[src/rtl/core/llx_pkg.sv]
package llx_pkg;

   localparam int FRAC_BITS   = 16;
   localparam int COORD_WIDTH = 32;
   localparam int DELTA_WIDTH = COORD_WIDTH + 1;
   localparam int DEN_WIDTH   = 2 * COORD_WIDTH;
   localparam int NUM_WIDTH   = 2 * COORD_WIDTH + 2;
   localparam int DIV_CELLS   = COORD_WIDTH;

   localparam logic [1:0] STATUS_HIT      = 2'd0;
   localparam logic [1:0] STATUS_MISS     = 2'd1;
   localparam logic [1:0] STATUS_SINGULAR = 2'd2;

   typedef logic signed [COORD_WIDTH-1:0] coord_type;
   typedef logic signed [DELTA_WIDTH-1:0] delta_type;

   typedef struct packed {
      coord_type a_origin_x;
      coord_type a_origin_y;
      coord_type a_origin_z;
      coord_type a_dir_x;
      coord_type a_dir_y;
      coord_type a_dir_z;
      coord_type b_origin_x;
      coord_type b_origin_y;
      coord_type b_origin_z;
      coord_type b_dir_x;
      coord_type b_dir_y;
      coord_type b_dir_z;
   } req_word_type;

   typedef struct packed {
      coord_type  line_param;
      logic [1:0] status;
      logic       clipped;
   } rsp_word_type;

   // Geometry that rides alongside the quotient bits.
   typedef struct packed {
      coord_type [2:0] ad;
      coord_type [2:0] bd;
      delta_type [2:0] v;
      logic            singular;
      logic            t_neg;
      logic            s_neg;
      logic            t_ovf;
      logic            s_ovf;
   } ctx_type;

   typedef struct packed {
      logic [DEN_WIDTH-1:0]   r;
      logic [COORD_WIDTH-1:0] nlo;
      logic [COORD_WIDTH-1:0] q;
   } lane_type;

   typedef struct packed {
      logic                 valid;
      ctx_type              ctx;
      logic [DEN_WIDTH-1:0] den;
      lane_type             t;
      lane_type             s;
   } cell_word_type;

endpackage

[src/rtl/core/llx_div_cell.sv]
module llx_div_cell
   import llx_pkg::*;
(
   input  logic          clock,
   input  logic          reset,
   input  logic          en,
   input  cell_word_type in_word,
   output cell_word_type out_word
);

   cell_word_type word_ff, word_in;

   // One restoring step: bring in the next numerator bit, subtract if it fits.
   function automatic lane_type step(input lane_type l, input logic [DEN_WIDTH-1:0] d);
      logic [DEN_WIDTH:0] rem2;
      logic               ge;
      lane_type           o;
      rem2  = {l.r, l.nlo[COORD_WIDTH-1]};
      ge    = rem2 >= {1'b0, d};
      o.r   = ge ? DEN_WIDTH'(rem2 - {1'b0, d}) : rem2[DEN_WIDTH-1:0];
      o.nlo = {l.nlo[COORD_WIDTH-2:0], 1'b0};
      o.q   = {l.q[COORD_WIDTH-2:0], ge};
      return o;
   endfunction

   always_comb begin
      word_in   = in_word;
      word_in.t = step(in_word.t, in_word.den);
      word_in.s = step(in_word.s, in_word.den);
   end

   always_ff @(posedge clock) begin
      if (reset) begin
         word_ff.valid <= 1'b0;
      end else if (en) begin
         word_ff <= word_in;
      end
   end

   assign out_word = word_ff;

endmodule

[config.mk]
export PLATFORM = sky130hd
export DESIGN_NAME = llx_div_cell
export DESIGN_NICKNAME = d
export VERILOG_FILES = /design/src/rtl/core/llx_pkg.sv /design/src/rtl/core/llx_div_cell.sv
export SDC_FILE = /design/constraint.sdc
export NUM_CORES = 1
export LEC_CHECK = 0
export BUFFER_PORTS_ARGS = -buffer_cell sky130_fd_sc_hd__buf_2
export CORE_AREA = 2 2 483 485
export CTS_BUF_LIST = sky130_fd_sc_hd__clkbuf_16
export DETAILED_ROUTE_END_ITERATION = 10
export DIE_AREA = 0 0 485 487
export SYNTH_ARGS = -nofsm -noshare
export SYNTH_HDL_FRONTEND = slang
export SYNTH_SLANG_ARGS = --single-unit
[constraint.sdc]
create_clock -name clock -period 35.5 [get_ports clock]
set_input_delay 7.1 -clock clock [delete_from_list [all_inputs] [get_ports clock]]
set_output_delay 7.1 -clock clock [all_outputs]
set_load 0.005 [all_outputs]
==> flow_summary.ini, run 1 <==
[detailed_routing]
detail_route.wirelength_mm = 219
via_count_of_the_routed_design = 24400
final_antenna_net_count = 0
firstDrtPassIters = 7
post_drt_via_cell_ratio = 3.77
route.detailed.wl_per_inst_um = 33.8
drt_drc_violations_left = 0
drt_iter0_drc = 1764

[timing]
setup-tns-final_ns = 0
final.setup_skew_ns = 0
grt_setup_unrepaired = false
timing.slew.headroom_pct = 20.4
maxClockFrequency_mhz = 87.0
setup-violations-final = 0
slew_violations = 0
layout_worst_path_cycle_share_pct = 32.4
fin_crit_ns = 11.50
hold_violations = 0
timing_worst_slew_pin_value_ns = 1.18

[die]
floorplan.initialDensity_pct = 12.3
die_w_um = 485
total_die_area_um2 = 236000
die_h_um = 487
placement_rows = 177
core_region_area_um2 = 231000
boundaryPins = 1237

[clock_network]
post_cts_hold_buffer_count = 0
cts_sinks = 615
tritoncts_buffer_count = 87
maximum_buffer_depth_of_the_clock_tree = 3
worst_skew_pair.late_latency_ns = 0.75
ctsResizeCount = 0
clk_pin_slew_ns = 0.06
cts_tree = done
cts_setup_buffers = 0
htreeDepth = 3
cts.root.buffer_cell = sky130_fd_sc_hd__clkbuf_16

[worst_hold_path]
timing.hold.worst_path_depth = 2
whs_endpoint = out_word[616]
min-delay-path-class = flop to flop
min-delay-start = out_word[616]

[grt]
grt_start_max_net_pins = 138
antenna_violations_before_repair = 264
grt_usage_pct = 17.7
grt_pass1_vias = 23300
grt_remaining_overflow = 0
grt_first_pass_wirelength_mm = 267

[critical_path]
maximum_fanout_count_along_the_critical_path = 62
setup_crit_path_kind = input pin to flop
cp-start-kind = input pin
critical_path_sink_type = flop
r2r_cells = 2
cp_required_ns = 35.95
r2r_setup_slack_ns = 34.91
r2r_end = out_word[616]
data_arrival_time_at_the_worst_slack_endpoint_ns = 11.95
reg2reg_from = out_word[616]

[finish]
share_of_final_layout_standard_cells_stronger_than_drive_strength_1_pct = 46.1
multiInputGateArea_um2 = 9180
finish.net_count = 4015
layout_commonest_cell = sky130_fd_sc_hd__buf_2
max_ffs_per_register = 615
layout_common_cells = 1232 x sky130_fd_sc_hd__buf_2, 614 x sky130_fd_sc_hd__edfxtp_1, 153 x sky130_fd_sc_hd__a21oi_1
seqCellArea_um2 = 18500
areaGrowthSynthToFinish_pct = 45.5
nFillCells = 25500

[pwr]
max-vdd-ir-drop_mv = 0.0355
power.leakage_nw = 16.6
report.power.total_mw = 2.24
power.density_cell_area_nw_per_um2 = 54.3

[yosys]
syn-mean-instance-area_um2 = 14.3
yosys_most_used_dff = sky130_fd_sc_hd__edfxtp_1
ys_seq_elements = 615
synth_async_sr_flop_share_pct = 0
netlist_area_um2 = 28400
synthesis.yosys.warnings = 0
seq_area_frac_synth_pct = 64.9
yosys.cell_types.count = 97
synth_enable_flop_cells = 614
synthCells = 1994

[place]
detailedPlacementHpwl_mm = 190
port_buffers = 1232
place.gp.congestion = 0.894

[outcome]
run_status = finished, final reports clean

[job]
cap_viol_max_count = 0
-- how the worst max path moves through the flow --
stage / startpoint / endpoint / cells after the start / slack [ns]
after floorplan: en / out_word[0] / 1 / 11.99
after global placement: in_word[289] / out_word[87] / 13 / 23.22
after detailed placement: in_word[289] / out_word[87] / 13 / 23.22
after CTS: in_word[289] / out_word[92] / 13 / 23.98
after global routing: in_word[289] / out_word[103] / 13 / 23.97
final: in_word[289] / out_word[103] / 13 / 24.00
-- cells in the mapped netlist, types with 10 or more instances --
cell type	instances	share of area [%]
sky130_fd_sc_hd__edfxtp_1	614	65
sky130_fd_sc_hd__a21oi_1	153	2.7
sky130_fd_sc_hd__ha_1	128	5.6
sky130_fd_sc_hd__nand2_1	110	1.5
sky130_fd_sc_hd__inv_1	94	1.2
sky130_fd_sc_hd__o21ai_0	93	1.6
sky130_fd_sc_hd__nor2_1	83	1.1
sky130_fd_sc_hd__xnor2_1	72	2.2
sky130_fd_sc_hd__mux2_4	58	3.1
sky130_fd_sc_hd__a21o_1	47	1.2
sky130_fd_sc_hd__mux2_2	45	1.8
sky130_fd_sc_hd__xor2_1	42	1.3
sky130_fd_sc_hd__nand4_1	40	0.88
sky130_fd_sc_hd__nand3_1	33	0.58
sky130_fd_sc_hd__clkbuf_1	32	0.42
sky130_fd_sc_hd__o21a_1	25	0.66
sky130_fd_sc_hd__o21bai_1	25	0.66
sky130_fd_sc_hd__buf_2	17	0.30
sky130_fd_sc_hd__a31oi_1	16	0.35
sky130_fd_sc_hd__nand2b_1	16	0.35
sky130_fd_sc_hd__nor3_1	15	0.26
sky130_fd_sc_hd__and2_1	13	0.29
sky130_fd_sc_hd__and3_1	13	0.29
sky130_fd_sc_hd__nor2b_1	12	0.26
sky130_fd_sc_hd__a211oi_1	10	0.26
sky130_fd_sc_hd__nor4_1	10	0.22
sky130_fd_sc_hd__o211ai_1	10	0.26
sky130_fd_sc_hd__o31ai_1	10	0.26
-- power by group --
group,internal [mW],switching [mW]
clock network,0.552,0.394
registers,0.869,0.0184
logic,0.154,0.256
total,1.58,0.669
-- per-stage QoR --
step / instances / hold slack [ns] / cell area, µm² / utilization, % / worst slack, ns
after floorplan: 1995 / 0.485 / 28400 / - / 11.99
after global placement: 6219 / 0.492 / 38100 / 16.5 / 23.22
after detailed placement: 6219 / 0.498 / 38100 / 16.5 / 23.22
after CTS: 6379 / 0.520 / 41100 / 17.8 / 23.98
after global routing: 6422 / 0.538 / 41200 / 17.8 / 23.97
final: 6464 / 0.510 / 41400 / 17.9 / 24.00
-- per-layer routing --
layer,track usage (%),up-vias,routed length [µm]
met4,6.52,90,8310
met5,0,-,601
met1,17.4,12100,72300
met2,34.1,1418,119000
met3,5.89,431,18600
li1,-,10300,-
-- area by class of cell --
| cell class | count | share of cell area (%) |
|---|---|---|
| Clock inverter | 72 | 1.99 |
| Multi-Input combinational cell | 1217 | 22.2 |
| Inverter | 96 | 0.896 |
| Clock buffer | 88 | 5.33 |
| Tap cell | 3043 | 9.21 |
| Antenna cell | 85 | 0.514 |
| Sequential cell | 615 | 44.6 |
| Timing Repair Buffer | 1248 | 15.2 |
-- worst max-delay path, cell delays in order --
cell,delay [ns]
sky130_fd_sc_hd__buf_2,0.18
sky130_fd_sc_hd__inv_1,0.19
sky130_fd_sc_hd__ha_1,0.66
sky130_fd_sc_hd__nand4_1,0.17
sky130_fd_sc_hd__or2_0,0.49
sky130_fd_sc_hd__a31oi_1,0.73
sky130_fd_sc_hd__nor4b_2,0.14
sky130_fd_sc_hd__a21oi_2,0.32
sky130_fd_sc_hd__a31oi_4,0.22
sky130_fd_sc_hd__o31ai_4,0.35
sky130_fd_sc_hd__a31oi_4,0.25
sky130_fd_sc_hd__inv_8,0.49
sky130_fd_sc_hd__mux2_4,0.37
-- cells by family after synthesis --
family	synth area share, %
other cells	0.0132
buf+inv	2.84
xor+xnor	3.51
compound gates	10.7
mux	5.34
flops	64.9
simple gates	6.85
fa+ha+maj	5.78
(Power assumes the default switching activity.)
==> run 2: changes to the inputs <==
==> constraint.sdc (replaced) <==
create_clock -name clock -period 11.68 [get_ports clock]
set_input_delay 2.336 -clock clock [delete_from_list [all_inputs] [get_ports clock]]
set_output_delay 2.336 -clock clock [all_outputs]
set_load 0.005 [all_outputs]
==> run 2 against run 1 <==
Net effect: utilization about the same; sequential power rose to 3.0 times the previous value; first-iteration DRC count decreased by 2.5%; sequential share of layout area hardly changed; via count hardly changed; largest power group unchanged; highest routed layer unchanged.
==> flow_summary.ini, run 2 (synthesis gave the netlist of run 1 again) <==
[outcome]
run_status = finished, final reports clean

[detailed_routing]
drt_iter0_drc = 1720
final_antenna_net_count = 0
drt_drc_violations_left = 0
post_drt_via_cell_ratio = 3.79
route.detailed.wl_per_inst_um = 34.0
detail_route.wirelength_mm = 219
via_count_of_the_routed_design = 24400
firstDrtPassIters = 5

[die]
die_h_um = 487
floorplan.initialDensity_pct = 12.3
boundaryPins = 1237
placement_rows = 177
die_w_um = 485
total_die_area_um2 = 236000
core_region_area_um2 = 231000

[timing]
timing_worst_slew_pin_value_ns = 1.22
setup-violations-final = 0
slew_violations = 0
fin_ws_ns = 5.12
hold_violations = 0
fin_crit_ns = 6.56
fin_worst_hold_slack_ns = 0.524
final.setup_skew_ns = 0
timing.slew.headroom_pct = 18.3
grt_setup_unrepaired = false
setup-tns-final_ns = 0
maxClockFrequency_mhz = 152
layout_worst_path_cycle_share_pct = 56.2

[clock_network]
cts_sinks = 615
cts_tree = done
htreeDepth = 3
post_cts_hold_buffer_count = 0
cts_setup_buffers = 0
ctsResizeCount = 0
cts.root.buffer_cell = sky130_fd_sc_hd__clkbuf_16
maximum_buffer_depth_of_the_clock_tree = 3
worst_skew_pair.late_latency_ns = 0.74
tritoncts_buffer_count = 86
clk_pin_slew_ns = 0.06

[critical_path]
cp_required_ns = 12.12
setup_crit_path_kind = input pin to flop
reg2reg_from = out_word[616]
critical_path_sink_type = flop
data_arrival_time_at_the_worst_slack_endpoint_ns = 7.00
r2r_cells = 2
maximum_fanout_count_along_the_critical_path = 53
cpMaxStageDelayCell = sky130_fd_sc_hd__inv_4
path_cells = buf_2 -> inv_1 -> ha_1 -> o211ai_1 -> a21o_1 -> a21oi_1 -> o21ai_1 -> a211oi_2 -> o21ai_1 -> a211oi_2 -> o21ai_2 -> and2_4 -> inv_4 -> mux2_2
worst_path_largest_cell_delay_ns = 0.66
r2r_end = out_word[616]
r2r_setup_slack_ns = 11.08
cp-start-kind = input pin

[finish]
nFillCells = 25600
seqCellArea_um2 = 18500
layout.cell_area.non_filler_um2 = 41400
share_of_final_layout_standard_cells_stronger_than_drive_strength_1_pct = 46.2
final_cell_count_no_fill = 6439
max_ffs_per_register = 615
layout_common_cells = 1232 x sky130_fd_sc_hd__buf_2, 614 x sky130_fd_sc_hd__edfxtp_1, 153 x sky130_fd_sc_hd__a21oi_1
multiInputGateArea_um2 = 9180
finish.net_count = 4019
layout_commonest_cell = sky130_fd_sc_hd__buf_2
areaGrowthSynthToFinish_pct = 45.5

[worst_hold_path]
min-delay-path-class = flop to flop
whs_endpoint = out_word[616]
timing.hold.worst_path_depth = 2
min-delay-start = out_word[616]

[job]
cap_viol_max_count = 0

[pwr]
power.leakage_nw = 16.7
power.density_cell_area_nw_per_um2 = 164
max-vdd-ir-drop_mv = 0.105

[grt]
antenna_violations_before_repair = 261
grt_pass1_vias = 23200
grt_first_pass_wirelength_mm = 267
grt_usage_pct = 17.8
grt_remaining_overflow = 0
grt_start_max_net_pins = 142

[place]
place.gp.congestion = 0.882
detailedPlacementHpwl_mm = 190
dp_slack_ns = 4.42
port_buffers = 1232
number_of_placed_instances_with_taps_included = 6224
placed_cell_area_um2 = 38200
run 2: cell count changes in the layout (fill, tap and decap cells not counted), moves of 3 or more:
| cell | previous run | this run |
|---|---|---|
| sky130_fd_sc_hd__diode_2 | 85 | 54 |
| sky130_fd_sc_hd__clkinv_4 | 2 | 6 |
| sky130_fd_sc_hd__clkinv_16 | 2 | 6 |
| sky130_fd_sc_hd__inv_6 | 4 | 7 |
| sky130_fd_sc_hd__buf_4 | 15 | 19 |
| sky130_fd_sc_hd__inv_8 | 4 | 1 |
run 2: report_power, final:
part,switching [mW],internal (mW)
clock network,1.21,1.64
registers,0.0550,2.64
logic,0.780,0.468
total,2.04,4.75
run 2: worst max path at each step:
stage,to,cells past startpoint,slack (ns),startpoint
2_1_floorplan,out_word[0],1,-0.25,en
3_3_place_gp,out_word[96],15,4.43,in_word[288]
3_5_place_dp,out_word[197],14,4.42,in_word[259]
4_1_cts,out_word[197],14,5.20,in_word[259]
5_1_grt,out_word[196],14,4.96,in_word[259]
6_report,out_word[197],14,5.12,in_word[258]
run 2: stage by stage:
step	util [%]	power, mW
2_1_floorplan	-	3.32
3_3_place_gp	16.5	4.00
3_5_place_dp	16.5	4.00
4_1_cts	17.8	6.93
5_1_grt	17.8	7.07
6_report	17.9	6.80
run 2: layout make-up:
cell class,instances,share of cell area [%]
Antenna cell,54,0.327
Clock buffer,86,5.20
Clock inverter,75,2.18
Inverter,96,0.896
Multi-Input combinational cell,1217,22.2
Sequential cell,615,44.6
Tap cell,3043,9.21
Timing Repair Buffer,1253,15.4
run 2: routing by layer:
layer	GRT usage, %	part of all wire (%)
met5	0	0.40
met4	7.07	4.9
met3	6.88	9.5
met2	33.4	53
met1	17.3	32
run 2: worst max-delay path: cells and delay by family:
family / cells / cell delay [ns]
mux: 1 / 0.43
simple gates: 1 / 0.25
buf+inv: 3 / 0.86
compound gates: 8 / 2.64
fa+ha+maj: 1 / 0.42
==> run 3: changes to the inputs <==
--- a/config.mk
+++ b/config.mk
@@ -5,11 +5,12 @@
 export SDC_FILE = /design/constraint.sdc
 export NUM_CORES = 1
 export LEC_CHECK = 0
+export ABC_AREA = 1
 export BUFFER_PORTS_ARGS = -buffer_cell sky130_fd_sc_hd__buf_2
-export CORE_AREA = 2 2 483 485
+export CORE_AREA = 2 2 487 489
 export CTS_BUF_LIST = sky130_fd_sc_hd__clkbuf_16
 export DETAILED_ROUTE_END_ITERATION = 10
-export DIE_AREA = 0 0 485 487
+export DIE_AREA = 0 0 489 491
 export SYNTH_ARGS = -nofsm -noshare
 export SYNTH_HDL_FRONTEND = slang
 export SYNTH_SLANG_ARGS = --single-unit
==> constraint.sdc (replaced) <==
create_clock -name clock -period 6.5 [get_ports clock]
set_input_delay 1.3 -clock clock [delete_from_list [all_inputs] [get_ports clock]]
set_output_delay 1.3 -clock clock [all_outputs]
set_load 0.005 [all_outputs]
==> run 3 against run 2 <==
Net effect: global-route usage rose by 3.6 points; highest routed layer unchanged; worst setup slack worse by 2.4 ns; sequential power rose by 79%; critical endpoint is now out_word[229]; first-iteration DRC count is 56% higher; hold slack got worse by 0.047 ns; combinational power up 100%.
==> flow_summary.ini, run 3 <==
[die]
boundaryPins = 1237
die_h_um = 491
floorplan.initialDensity_pct = 13.9
total_die_area_um2 = 240000
core_region_area_um2 = 235000
die_w_um = 489
placement_rows = 178

[detailed_routing]
drt_drc_violations_left = 0
post_drt_via_cell_ratio = 3.84
drt_iter0_drc = 2682
final_antenna_net_count = 0
route.detailed.wl_per_inst_um = 32.2
firstDrtPassIters = 5
detail_route.wirelength_mm = 267
via_count_of_the_routed_design = 31700

[grt]
grt_start_max_net_pins = 100
grt_first_pass_wirelength_mm = 325
grt_util_met1_pct = 20.7
met2_usage_pct = 39.2
grt_pass1_vias = 29600
grt_usage_pct = 21.4
antenna_violations_before_repair = 337
grt_most_used_layer = met2
grt.met3_usage_pct = 9.98
grt_remaining_overflow = 0

[timing]
timing.slew.headroom_pct = 44.2
slew_violations = 0
maxClockFrequency_mhz = 262
grt_setup_unrepaired = false
fin_worst_hold_slack_ns = 0.477
fin_crit_ns = 3.82
timing_worst_slew_pin_value_ns = 0.836
layout_worst_path_cycle_share_pct = 58.8
setup-violations-final = 0
hold_violations = 0
final.setup_skew_ns = 0

[finish]
final_cell_count_no_fill = 8273
layout_commonest_cell = sky130_fd_sc_hd__nand2_1
layout.cell_area.non_filler_um2 = 45700
layout_common_cells = 1382 x sky130_fd_sc_hd__nand2_1, 1232 x sky130_fd_sc_hd__buf_2, 706 x sky130_fd_sc_hd__inv_1
max_ffs_per_register = 615
share_of_final_layout_standard_cells_stronger_than_drive_strength_1_pct = 28.8
finish.net_count = 5734
multiInputGateArea_um2 = 11100
areaGrowthSynthToFinish_pct = 40.5
seqCellArea_um2 = 18500
nFillCells = 26600
final_util_pct = 19.5

[yosys]
netlist_area_um2 = 32500
yosys-top-cells-count = 1382 x sky130_fd_sc_hd__nand2_1, 695 x sky130_fd_sc_hd__inv_1, 614 x sky130_fd_sc_hd__edfxtp_1, 285 x sky130_fd_sc_hd__nand3_1, 198 x sky130_fd_sc_hd__nor2_1
synth_async_sr_flop_share_pct = 0
synth_enable_flop_cells = 614
synth_area_leader_cell = sky130_fd_sc_hd__edfxtp_1
syn-mean-instance-area_um2 = 8.82
yosys_most_used_dff = sky130_fd_sc_hd__edfxtp_1
synth_most_common_cell = sky130_fd_sc_hd__nand2_1
synthCells = 3685
synthesis.yosys.warnings = 0
yosys.cell_types.count = 39
ys_seq_elements = 615
synthTopCellsByArea = sky130_fd_sc_hd__edfxtp_1 57%, sky130_fd_sc_hd__nand2_1 16%, sky130_fd_sc_hd__inv_1 8.0%, sky130_fd_sc_hd__ha_1 4.9%, sky130_fd_sc_hd__nand3_1 4.4%
post-synth-top-area-fraction_pct = 56.8
seq_area_frac_synth_pct = 56.8

[pwr]
power.clock.fraction_pct = 40.3
max-vdd-ir-drop_mv = 0.201
part_of_the_total_power_dissipated_in_sequential_elements_pct = 39.3
combinational_share_of_power_pct = 20.3
internal_power_mw = 8.31
total_switching_power_mw = 3.97
power.density_cell_area_nw_per_um2 = 269
switching_fraction_pct = 32.4
power.leakage_nw = 21.9

[critical_path]
cp-start-kind = input pin
r2r_end = out_word[616]
setup_crit_path_kind = input pin to flop
cp_required_ns = 7.08
maximum_fanout_count_along_the_critical_path = 53
data_arrival_time_at_the_worst_slack_endpoint_ns = 4.40
reg2reg_from = out_word[616]
r2r_setup_slack_ns = 5.93
r2r_cells = 2
critical_path_sink_type = flop

[worst_hold_path]
min-delay-path-class = flop to flop
min-delay-start = out_word[616]
timing.hold.worst_path_depth = 2
whs_endpoint = out_word[616]

[clock_network]
clk_pin_slew_ns = 0.06
ctsResizeCount = 0
cts_sinks = 615
cts_setup_buffers = 0
post_cts_hold_buffer_count = 0
tritoncts_buffer_count = 85
cts.root.buffer_cell = sky130_fd_sc_hd__clkbuf_16
htreeDepth = 3
cts_tree = done
worst_skew_pair.late_latency_ns = 0.72
maximum_buffer_depth_of_the_clock_tree = 3

[place]
placed_cell_area_um2 = 42600
detailedPlacementHpwl_mm = 236
place.gp.congestion = 0.970
port_buffers = 1232
number_of_placed_instances_with_taps_included = 8047

[job]
cap_viol_max_count = 0

[outcome]
run_status = finished, final reports clean
run 3: routing by layer:
metal  part of all wire, %  wire [µm]
met1                    33      88000
met2                    51     137000
met3                    11      30400
met4                   4.0      10800
met5                  0.32        863
run 3: logic make-up (layout without fill, tap and decap cells):
group,Yosys count,after routing,synth area share [%]
other,1,74,0.0115
and+or+nand+nor,1997,1997,25.5
buffers and inverters,766,2131,9.19
adders and majority gates,130,130,5.05
AOI/OAI and AO/OA,114,114,1.81
xor gates and xnor gates,62,62,1.67
DFF,615,615,56.8
run 3: power by group through the flow:
stage	clock (mW)	sequential, mW	combinational (mW)
finish	4.95	4.83	2.50
global route	5.25	4.85	2.70
CTS	5.13	4.83	2.54
detailed placement	0	4.90	2.53
global placement	0	4.90	2.53
floorplan	0	4.98	1.02
run 3: area by class of cell:
cell class	instances	share of cell area [%]
diodes	72	0.395
clock buffers	86	4.71
clock inverters	68	1.59
inverters	725	5.99
multi-input cells	2305	24.2
flip-flops and latches	615	40.4
well taps	3150	8.63
repair buffers	1252	14.0
run 3: worst max-delay path by stage:
stage / from / end / slack (ns) / cells after the start
2_1_floorplan: en / out_word[0] / -4.30 / 2
3_3_place_gp: in_word[284] / out_word[237] / 1.91 / 15
3_5_place_dp: in_word[284] / out_word[237] / 1.89 / 15
4_1_cts: in_word[284] / out_word[229] / 2.70 / 15
5_1_grt: in_word[284] / out_word[213] / 2.44 / 16
6_report: in_word[284] / out_word[229] / 2.68 / 15
run 3: worst max-delay path, stage by stage:
cell and delay (ns):
sky130_fd_sc_hd__buf_2 0.20, sky130_fd_sc_hd__inv_1 0.15, sky130_fd_sc_hd__ha_1 0.37, sky130_fd_sc_hd__nand2_1 0.12, sky130_fd_sc_hd__nor2_1 0.33, sky130_fd_sc_hd__inv_1 0.09, sky130_fd_sc_hd__nor2_2 0.25, sky130_fd_sc_hd__nand2_1 0.12
sky130_fd_sc_hd__nor2_1 0.15, sky130_fd_sc_hd__nand3_1 0.10, sky130_fd_sc_hd__nand3_2 0.09, sky130_fd_sc_hd__nor2_4 0.04, sky130_fd_sc_hd__nand2_4 0.53, sky130_fd_sc_hd__nand3_1 0.39, sky130_fd_sc_hd__nand2_1 0.14
run 3: through the flow:
step | setup TNS, ns | setup WS [ns] | power (mW)
after global routing | 0 | 2.44 | 12.8
after CTS | 0 | 2.70 | 12.5
after floorplan | -2638.25 | -4.30 | 6.00
final | 0 | 2.68 | 12.3
after detailed placement | 0 | 1.89 | 7.43
after global placement | 0 | 1.91 | 7.43
